==> config.mk <==
export PLATFORM = sky130hd
export DESIGN_NAME = prime_table_trial_divider_unit
export DESIGN_NICKNAME = d
export VERILOG_FILES = /design/src/hdl/ptd_pkg.sv /design/src/hdl/ptd_delta_ram.sv /design/src/hdl/ptd_div_serial.sv /design/src/hdl/prime_table_trial_divider_unit.sv
export SDC_FILE = /design/constraint.sdc
export NUM_CORES = 1
export LEC_CHECK = 0
export CAP_MARGIN = 20
export CORE_MARGIN = 2
export CORE_UTILIZATION = 55
export CTS_BUF_LIST = sky130_fd_sc_hd__clkbuf_2
export CTS_CLUSTER_DIAMETER = 50
export DETAILED_ROUTE_END_ITERATION = 7
export DONT_BUFFER_PORTS = 1
export PLACE_DENSITY = 0.82
export SLEW_MARGIN = 40
export SYNTH_ARGS = -nofsm -noshare
export SYNTH_HDL_FRONTEND = slang
export SYNTH_HIERARCHICAL = 1
export SYNTH_SLANG_ARGS = --single-unit
==> constraint.sdc <==
create_clock -name i_clk -period 17.4 [get_ports i_clk]
set_input_delay 0.87 -clock i_clk [delete_from_list [all_inputs] [get_ports i_clk]]
set_output_delay 0.87 -clock i_clk [all_outputs]
set_load 0.02 [all_outputs]
==> src/hdl/ptd_pkg.sv <==
// shared types and constants for the prime table trial divider
// used by ptd_delta_ram, ptd_div_serial and prime_table_trial_divider_unit
package ptd_pkg;

    localparam int DEF_MAX_DELTAS = 128;
    localparam int DIV_W          = 32;
    localparam int PRIME_W        = 16;
    localparam int DELTA_W        = 8;
    localparam int COUNT_OUT_W    = 8;
    localparam int DELTA_LIMIT    = 254;
    localparam int BASE_PRIME     = 2;
    localparam int RESET_LAST     = 5;
    localparam int RESET_COUNT    = 2;
    localparam int FIRST_DELTA    = 1;
    localparam int SECOND_DELTA   = 2;

    typedef enum logic [1:0] {
        K_FACTOR  = 2'd0,
        K_EXTEND  = 2'd1,
        K_RESTART = 2'd2,
        K_UNUSED  = 2'd3
    } t_kind;

    typedef enum logic [2:0] {
        ST_FOUND    = 3'd0,
        ST_NONE     = 3'd1,
        ST_APPENDED = 3'd2,
        ST_FULL     = 3'd3,
        ST_RESTART  = 3'd4
    } t_status;

    typedef enum logic [2:0] {
        S_IDLE,
        S_CAND,
        S_START,
        S_DIV,
        S_FINISH
    } t_ptd_state;

    typedef struct packed {
        logic [1:0]  kind;
        logic [31:0] value;
    } t_ptd_in;

    typedef struct packed {
        logic [2:0]  status;
        logic [15:0] divisor;
        logic [31:0] quotient;
        logic [15:0] new_prime;
        logic [7:0]  table_count;
    } t_ptd_out;

    // status of the serial divider toward the controller
    typedef struct packed {
        logic              done;
        logic              rem_zero;
        logic [DIV_W-1:0]  quotient;
    } t_div_res;

endpackage

==> src/hdl/ptd_delta_ram.sv <==
// delta table storage: one write port, one registered read port
// first two deltas are fixed; depends on ptd_pkg
module ptd_delta_ram #(
    parameter int MAX_DELTAS = ptd_pkg::DEF_MAX_DELTAS
) (
    input  logic                                 i_clk,
    input  logic                                 i_we,
    input  logic [$clog2(MAX_DELTAS)-1:0]        i_waddr,
    input  logic [ptd_pkg::DELTA_W-1:0]          i_wdata,
    input  logic [$clog2(MAX_DELTAS)-1:0]        i_raddr,
    output logic [ptd_pkg::DELTA_W-1:0]          o_rdata
);
    import ptd_pkg::*;

    localparam int AW = $clog2(MAX_DELTAS);

    logic [DELTA_W-1:0] r_mem [MAX_DELTAS];
    logic [DELTA_W-1:0] r_rd;
    logic               r_first;
    logic               r_second;

    always_ff @(posedge i_clk) begin
        if (i_we) begin
            r_mem[i_waddr] <= i_wdata;
        end
    end

    always_ff @(posedge i_clk) begin
        r_rd     <= r_mem[i_raddr];
        r_first  <= (i_raddr == AW'(0));
        r_second <= (i_raddr == AW'(1));
    end

    // deltas 0 and 1 never get rewritten, so they come from constants
    always_comb begin
        if (r_first) begin
            o_rdata = DELTA_W'(FIRST_DELTA);
        end else if (r_second) begin
            o_rdata = DELTA_W'(SECOND_DELTA);
        end else begin
            o_rdata = r_rd;
        end
    end

endmodule

==> src/hdl/ptd_div_serial.sv <==
// bit-serial restoring divider, one quotient bit per cycle
// depends on ptd_pkg
module ptd_div_serial (
    input  logic                          i_clk,
    input  logic                          i_rst_n,
    input  logic                          i_start,
    input  logic [ptd_pkg::DIV_W-1:0]     i_dividend,
    input  logic [ptd_pkg::PRIME_W-1:0]   i_divisor,
    output ptd_pkg::t_div_res             o_res
);
    import ptd_pkg::*;

    localparam int CNT_W = $clog2(DIV_W + 1);

    logic [DIV_W-1:0]   r_quo;
    logic [PRIME_W-1:0] r_rem;
    logic [PRIME_W-1:0] r_div;
    logic [CNT_W-1:0]   r_cnt;
    logic               r_busy;
    logic               r_done;

    logic [PRIME_W:0]   trial;
    logic               fits;

    assign trial = {r_rem, r_quo[DIV_W-1]};
    assign fits  = (trial >= {1'b0, r_div});

    always_ff @(posedge i_clk) begin
        if (!i_rst_n) begin
            r_busy <= 1'b0;
            r_done <= 1'b0;
            r_cnt  <= '0;
        end else begin
            r_done <= r_busy && (r_cnt == CNT_W'(1));
            if (i_start) begin
                r_busy <= 1'b1;
                r_cnt  <= CNT_W'(DIV_W);
            end else if (r_busy) begin
                r_busy <= (r_cnt != CNT_W'(1));
                r_cnt  <= CNT_W'(r_cnt - 1'b1);
            end
        end
    end

    always_ff @(posedge i_clk) begin
        if (i_start) begin
            r_quo <= i_dividend;
            r_rem <= '0;
            r_div <= i_divisor;
        end else if (r_busy) begin
            // remainder stays below the divisor, so the low bits suffice
            if (fits) begin
                r_rem <= PRIME_W'(trial - {1'b0, r_div});
            end else begin
                r_rem <= trial[PRIME_W-1:0];
            end
            r_quo <= {r_quo[DIV_W-2:0], fits};
        end
    end

    assign o_res.done     = r_done;
    assign o_res.rem_zero = (r_rem == '0);
    assign o_res.quotient = r_quo;

endmodule

==> src/hdl/prime_table_trial_divider_unit.sv <==
// top level of the prime table trial divider: request handshake, sequencer, result register
// depends on ptd_pkg, ptd_delta_ram and ptd_div_serial
//
// Keeps a table of primes as 8-bit deltas starting from 2; after reset or a
// restart request it holds 2, 3, 5. A factor request divides its value by the
// table primes in ascending order and returns the first one that divides it
// with the quotient, or status "none" with the quotient by the last prime. An
// extend request tests odd candidates above the last prime, each by trial
// division over the whole table, and appends the first that no table prime
// divides; a full table, a gap over 254 or a prime above 16 bits reports
// "full". One request is worked at a time. All division goes through a single
// bit-serial divider, so a factor request runs one division per table prime
// tried (at most table_count + 1 primes) and an extend request runs one for
// each table prime tried on each candidate. A restart request goes straight
// to the result without a division; a request with the unused kind is
// dropped and gives no result. A new request is taken while the last result
// still waits in the output register.
module prime_table_trial_divider_unit #(
    parameter int MAX_DELTAS = ptd_pkg::DEF_MAX_DELTAS
) (
    input  logic               i_clk,
    input  logic               i_rst_n,
    input  logic               i_in_valid,
    input  ptd_pkg::t_ptd_in   i_in_data,
    output logic               o_in_stall,
    output logic               o_out_valid,
    output ptd_pkg::t_ptd_out  o_out_data,
    input  logic               i_out_stall
);
    import ptd_pkg::*;

    localparam int AW    = $clog2(MAX_DELTAS);
    localparam int CW    = $clog2(MAX_DELTAS + 1);
    localparam int OFF_W = DELTA_W + 1;
    localparam int CAND_W = PRIME_W + 1;

    // control state
    t_ptd_state r_state, n_state;
    logic [CW-1:0]      r_count, n_count;     // deltas in the table
    logic [PRIME_W-1:0] r_last, n_last;       // largest table prime
    logic               r_out_valid, n_out_valid;

    // working registers
    logic               r_ext, n_ext;         // extend request in flight
    logic [DIV_W-1:0]   r_value, n_value;     // dividend: request value or candidate
    logic [PRIME_W-1:0] r_p, n_p;             // table prime being tried
    logic [CW-1:0]      r_k, n_k;             // index of next delta
    logic [OFF_W-1:0]   r_off, n_off;         // candidate minus last prime
    logic [2:0]         r_status, n_status;
    logic [PRIME_W-1:0] r_divisor, n_divisor;
    logic [DIV_W-1:0]   r_quot, n_quot;
    t_ptd_out           r_out, n_out;

    // divider and table hookup
    logic               div_start;
    t_div_res           div_res;
    logic               tbl_we;
    logic [DELTA_W-1:0] tbl_rdata;
    logic [CAND_W-1:0]  cand;

    ptd_div_serial u_div (
        .i_clk      (i_clk),
        .i_rst_n    (i_rst_n),
        .i_start    (div_start),
        .i_dividend (r_value),
        .i_divisor  (r_p),
        .o_res      (div_res)
    );

    // read address follows the delta index; data is ready long before the division ends
    ptd_delta_ram #(
        .MAX_DELTAS (MAX_DELTAS)
    ) u_tbl (
        .i_clk   (i_clk),
        .i_we    (tbl_we),
        .i_waddr (r_count[AW-1:0]),
        .i_wdata (r_off[DELTA_W-1:0]),
        .i_raddr (r_k[AW-1:0]),
        .o_rdata (tbl_rdata)
    );

    assign cand = CAND_W'(r_last) + CAND_W'(r_off);

    always_comb begin
        n_state     = r_state;
        n_count     = r_count;
        n_last      = r_last;
        n_ext       = r_ext;
        n_value     = r_value;
        n_p         = r_p;
        n_k         = r_k;
        n_off       = r_off;
        n_status    = r_status;
        n_divisor   = r_divisor;
        n_quot      = r_quot;
        n_out       = r_out;
        div_start   = 1'b0;
        tbl_we      = 1'b0;

        // result register empties when taken downstream
        n_out_valid = r_out_valid && i_out_stall;

        case (r_state)
            S_IDLE: begin
                if (i_in_valid) begin
                    case (i_in_data.kind)
                        K_FACTOR: begin
                            n_ext   = 1'b0;
                            n_value = i_in_data.value;
                            n_p     = PRIME_W'(BASE_PRIME);
                            n_k     = '0;
                            n_state = S_START;
                        end
                        K_EXTEND: begin
                            n_ext     = 1'b1;
                            n_divisor = '0;
                            n_quot    = '0;
                            if (r_count >= CW'(MAX_DELTAS)) begin
                                n_status = ST_FULL;
                                n_state  = S_FINISH;
                            end else begin
                                n_off   = OFF_W'(2);
                                n_state = S_CAND;
                            end
                        end
                        K_RESTART: begin
                            n_count   = CW'(RESET_COUNT);
                            n_last    = PRIME_W'(RESET_LAST);
                            n_status  = ST_RESTART;
                            n_divisor = '0;
                            n_quot    = '0;
                            n_state   = S_FINISH;
                        end
                        default: begin
                            // unused kind: request dropped, no result
                            n_state = S_IDLE;
                        end
                    endcase
                end
            end
            S_CAND: begin
                // next odd candidate, unless the gap is already too wide
                if (r_off > OFF_W'(DELTA_LIMIT)) begin
                    n_status = ST_FULL;
                    n_state  = S_FINISH;
                end else begin
                    n_value = DIV_W'(cand);
                    n_p     = PRIME_W'(BASE_PRIME);
                    n_k     = '0;
                    n_state = S_START;
                end
            end
            S_START: begin
                div_start = 1'b1;
                n_state   = S_DIV;
            end
            S_DIV: begin
                if (div_res.done) begin
                    if (div_res.rem_zero) begin
                        if (!r_ext) begin
                            n_status  = ST_FOUND;
                            n_divisor = r_p;
                            n_quot    = div_res.quotient;
                            n_state   = S_FINISH;
                        end else begin
                            // candidate has a table divisor, try the next odd one
                            n_off   = OFF_W'(r_off + OFF_W'(2));
                            n_state = S_CAND;
                        end
                    end else if (r_k >= r_count) begin
                        // every table prime tried
                        if (!r_ext) begin
                            n_status  = ST_NONE;
                            n_divisor = '0;
                            n_quot    = div_res.quotient;
                            n_state   = S_FINISH;
                        end else if (r_value[PRIME_W]) begin
                            // next prime would not fit 16 bits
                            n_status = ST_FULL;
                            n_state  = S_FINISH;
                        end else begin
                            tbl_we   = 1'b1;
                            n_count  = CW'(r_count + 1'b1);
                            n_last   = r_value[PRIME_W-1:0];
                            n_status = ST_APPENDED;
                            n_state  = S_FINISH;
                        end
                    end else begin
                        n_p     = PRIME_W'(r_p + PRIME_W'(tbl_rdata));
                        n_k     = CW'(r_k + 1'b1);
                        n_state = S_START;
                    end
                end
            end
            S_FINISH: begin
                // wait for a free result register
                if (!r_out_valid || !i_out_stall) begin
                    n_out.status      = r_status;
                    n_out.divisor     = r_divisor;
                    n_out.quotient    = r_quot;
                    n_out.new_prime   = r_last;
                    n_out.table_count = COUNT_OUT_W'(r_count);
                    n_out_valid       = 1'b1;
                    n_state           = S_IDLE;
                end
            end
            default: begin
                n_state = S_IDLE;
            end
        endcase
    end

    always_ff @(posedge i_clk) begin
        if (!i_rst_n) begin
            r_state     <= S_IDLE;
            r_count     <= CW'(RESET_COUNT);
            r_last      <= PRIME_W'(RESET_LAST);
            r_out_valid <= 1'b0;
        end else begin
            r_state     <= n_state;
            r_count     <= n_count;
            r_last      <= n_last;
            r_out_valid <= n_out_valid;
        end
    end

    always_ff @(posedge i_clk) begin
        r_ext     <= n_ext;
        r_value   <= n_value;
        r_p       <= n_p;
        r_k       <= n_k;
        r_off     <= n_off;
        r_status  <= n_status;
        r_divisor <= n_divisor;
        r_quot    <= n_quot;
        r_out     <= n_out;
    end

    assign o_in_stall  = (r_state != S_IDLE);
    assign o_out_valid = r_out_valid;
    assign o_out_data  = r_out;

    // table never grows past its depth
    a_count_bound: assert property (@(posedge i_clk) disable iff (!i_rst_n)
        r_count <= CW'(MAX_DELTAS))
        else $error("delta count above table depth");

    // appends only go to a free entry
    a_write_room: assert property (@(posedge i_clk) disable iff (!i_rst_n)
        tbl_we |-> (r_count < CW'(MAX_DELTAS)) && (r_count >= CW'(RESET_COUNT)))
        else $error("delta write outside free entries");

    // the divider finishes only while the sequencer waits for it
    a_div_owner: assert property (@(posedge i_clk) disable iff (!i_rst_n)
        div_res.done |-> (r_state == S_DIV))
        else $error("divider done outside division wait");

    // a request that produces a result holds off the next one
    a_busy_after_take: assert property (@(posedge i_clk) disable iff (!i_rst_n)
        (i_in_valid && !o_in_stall && (i_in_data.kind != K_UNUSED)) |=> o_in_stall)
        else $error("new request taken while one is in flight");

endmodule
==> results.yml <==
yosys:
  yosysUniqueCellTypes: 85
  synthCells: 3117
  ys_async_sr_fraction: 0
  synth.avg_cell_area_um2: 17.3
  seq_area_frac_synth: 0.726
  synth_edf_count: 1263
  syn_area_um2: 53900
  synthFlopType: "edfxtp_1"
  ys.warnings.count: 6
  yosys_register_bits: 1325
routing:
  drt-met1-wl_um: 48200
  dr_wl_met2_um: 61100
  finalWirelength_um: 132000
  wl_met3_um: 17400
  ant_nets: 0
  drt_first_iter_violations: 4569
  drc: 0
  wl_per_cell_um: 26.3
  via_per_inst: 6.28
  first_pass_iters: 6
  via_count: 31600
  top_layer_used: "met5"
floorplan:
  io_pins: 115
  coreArea_um2: 97000
  die-area_um2: 101000
  rows: 114
  initial_utilization: 0.556
  die_w_um: 317
  die_h_um: 317
timing:
  setup_slack_ps: 12880
  maxSlewViolCount: 0
  worstMarginPinSlew_ps: 924
  clock.fmax_mhz: 221
  skew_ps: 195
  hold_viol_final: 0
  setup_viol: 0
  relSlewSlack: 0.384
  rsz0062_at_grt: "false"
  timing.final.crit_share: 0.260
  setup_tns_ps: 0
  finalCriticalPeriod_ps: 4520
finish:
  final_cell_mix: "1263 x edfxtp_1, 430 x clkbuf_2, 253 x nor2_1"
  fin_nets: 3618
  final_area_um2: 59200
  syn2layout_area_growth_pct: 9.79
  final_common_cell: "edfxtp_1"
  drive_above_1_share: 0.214
global_routing:
  grt_pass1_wl_um: 195000
  gr-total-overflow: 0
  grt_max_degree: 109
  antenna_found_initial: 3
  track_usage: 0.264
  grt_pass1_vias: 31200
job:
  max-cap-violations: 0
worst_setup_path:
  cp.required_ps: 18370
  cp-end-kind: "flip-flop"
  crit_fanout: 16
  startpoint_type: "flip-flop"
  worst-setup-path-type: "flip-flop to flip-flop"
  crit_arrival_ps: 5490
min_path:
  hold_path.class: "primary input to flip-flop"
clocking:
  cts_tree: "done"
  clock-sinks: 1325
  clkTransAtPathRegs_ps: 120
  cts-root-buf: "clkbuf_2"
  h-tree-depth: 5
  ctsResizeCount: 0
  numCtsBuffers: 324
  clock_latency_ps: 1520
  clockBufferDepth: 4
pwr:
  vdd_drop_max_mv: 0.0579
  powerDensity_nw_per_um2: 106
  power_leakage_nw: 20.2
placed_design:
  io_buffers: 0
  place_ws_ps: 12970
  post-dp-hpwl_um: 79900
  place_area_um2: 55700
  globalplace.congestion: 0.933
outcome:
  status: "complete, no violations"
-- routing by layer --
layer	track usage	up-vias
li1	-	13200
met1	0.352	15700
met2	0.403	2434
met3	0.0811	352
met4	0.120	2
met5	0	-
-- critical path: stages, from the launching register on --
cell and delay (ps):
dfxtp_1 670, inv_1 220, ha_1 360, a21o_1 130
a31oi_1 40, o21ai_1 350, and3_1 440, nand3_1 730
buf_4 480, nor2_1 550
-- repair_timing --
| item | 4_1_cts | 5_1_grt |
|---|---|---|
| setup buffers | 0 | 0 |
| hold buffers | 53 | 1 |
| endpoints found under the hold margin | 172 | 1 |
| setup endpoints to repair | 0 | 0 |
-- worst paths after layout --
kind | from | to | cells past startpoint | slack, ps
worst max-delay path | r_count[2]$_SDFFE_PN0P_ | u_tbl/r_mem[105][1]$_DFFE_PP_ | 9 | 12880
worst min-delay path | i_in_data[29] | r_value[29]$_SDFFCE_PP0P_ | 2 | 210
worst max register to register | r_count[2]$_SDFFE_PN0P_ | u_tbl/r_mem[105][1]$_DFFE_PP_ | 9 | 12880
worst min register to register | r_quot[26]$_SDFFCE_PN0P_ | o_out_data[50]$_DFFE_PP_ | 0 | 420
-- metrics by stage --
step | util | cells | power, mW | hold WS, ps
3_5_place_dp | 0.574 | 4419 | 4.32 | 407
6_report | 0.611 | 5037 | 6.28 | 214
4_1_cts | 0.609 | 5025 | 6.29 | 2.20
5_1_grt | 0.611 | 5036 | 6.53 | 55.1
2_1_floorplan | - | 3244 | 4.14 | 400
3_3_place_gp | 0.573 | 4415 | 4.30 | 401
-- logic make-up (layout without fill, tap and decap cells) --
group | Yosys count | in the layout | synth area share
AOI/OAI and AO/OA | 381 | 381 | 0.0471
and+or+nand+nor | 643 | 643 | 0.0538
xor gates and xnor gates | 44 | 44 | 0.00714
muxes | 462 | 462 | 0.132
buffers and inverters | 207 | 716 | 0.0205
other | 1 | 136 | 0.0000695
DFF | 1325 | 1325 | 0.726
adders and majority gates | 54 | 54 | 0.0129
-- layout make-up --
| cell class | instances | area, um2 |
|---|---|---|
| sequential | 1325 | 39200 |
| fill | 6685 | 37800 |
| multi-input combinational | 1712 | 14300 |
| clock buffer | 430 | 2150 |
| tap | 1276 | 1600 |
| timing repair buffer | 113 | 1110 |
| clock inverter | 123 | 687 |
| inverter | 50 | 188 |
| antenna | 8 | 20.0 |
-- sequential cells by signal, summed over array words and instances, names as in the netlist --
register,count
u_div/r_cnt,6
o_out_valid,1
r_k,8
u_div/r_rem,16
u_tbl/r_rd,8
u_div/r_quo,32
u_tbl/r_mem,1024
u_div/r_div,16
r_p,16
o_out_data,75
r_quot,32
u_tbl/r_second,1
r_divisor,16
u_tbl/r_first,1
r_ext,1
u_div/r_busy,1
r_count,8
r_status,3
u_div/r_done,1
r_last,16
r_off,8
r_value,32
r_state,3
-- power breakdown --
group          internal, mW  switching (mW)  total, mW
clock network         0.780            1.22       2.00
registers              3.54          0.0699       3.61
logic                 0.258           0.412      0.670
total                  4.58            1.70       6.28
-- synthesized netlist by cell type, types with 22 or more instances --
cell         n  area [um2]
nand2_1    158         593
mux4_2     187        4210
dfxtp_1     62        1240
edfxtp_1  1263       37900
nor2_1     265         995
and2_1      36         225
buf_2       32         160
a31oi_1     29         181
clkbuf_1    64         240
o211ai_1    22         165
buf_4       34         255
o21ai_0     71         355
xnor2_1     22         193
a22oi_1     39         293
a21oi_1     88         440
ha_1        51         638
mux2i_1    234        2340
inv_1       49         184
nand3_1     53         265
nor2b_1     22         138
xor2_1      22         193
and3_1      27         169
mux2_2      33         372
Power figures use the tool's default switching activity.
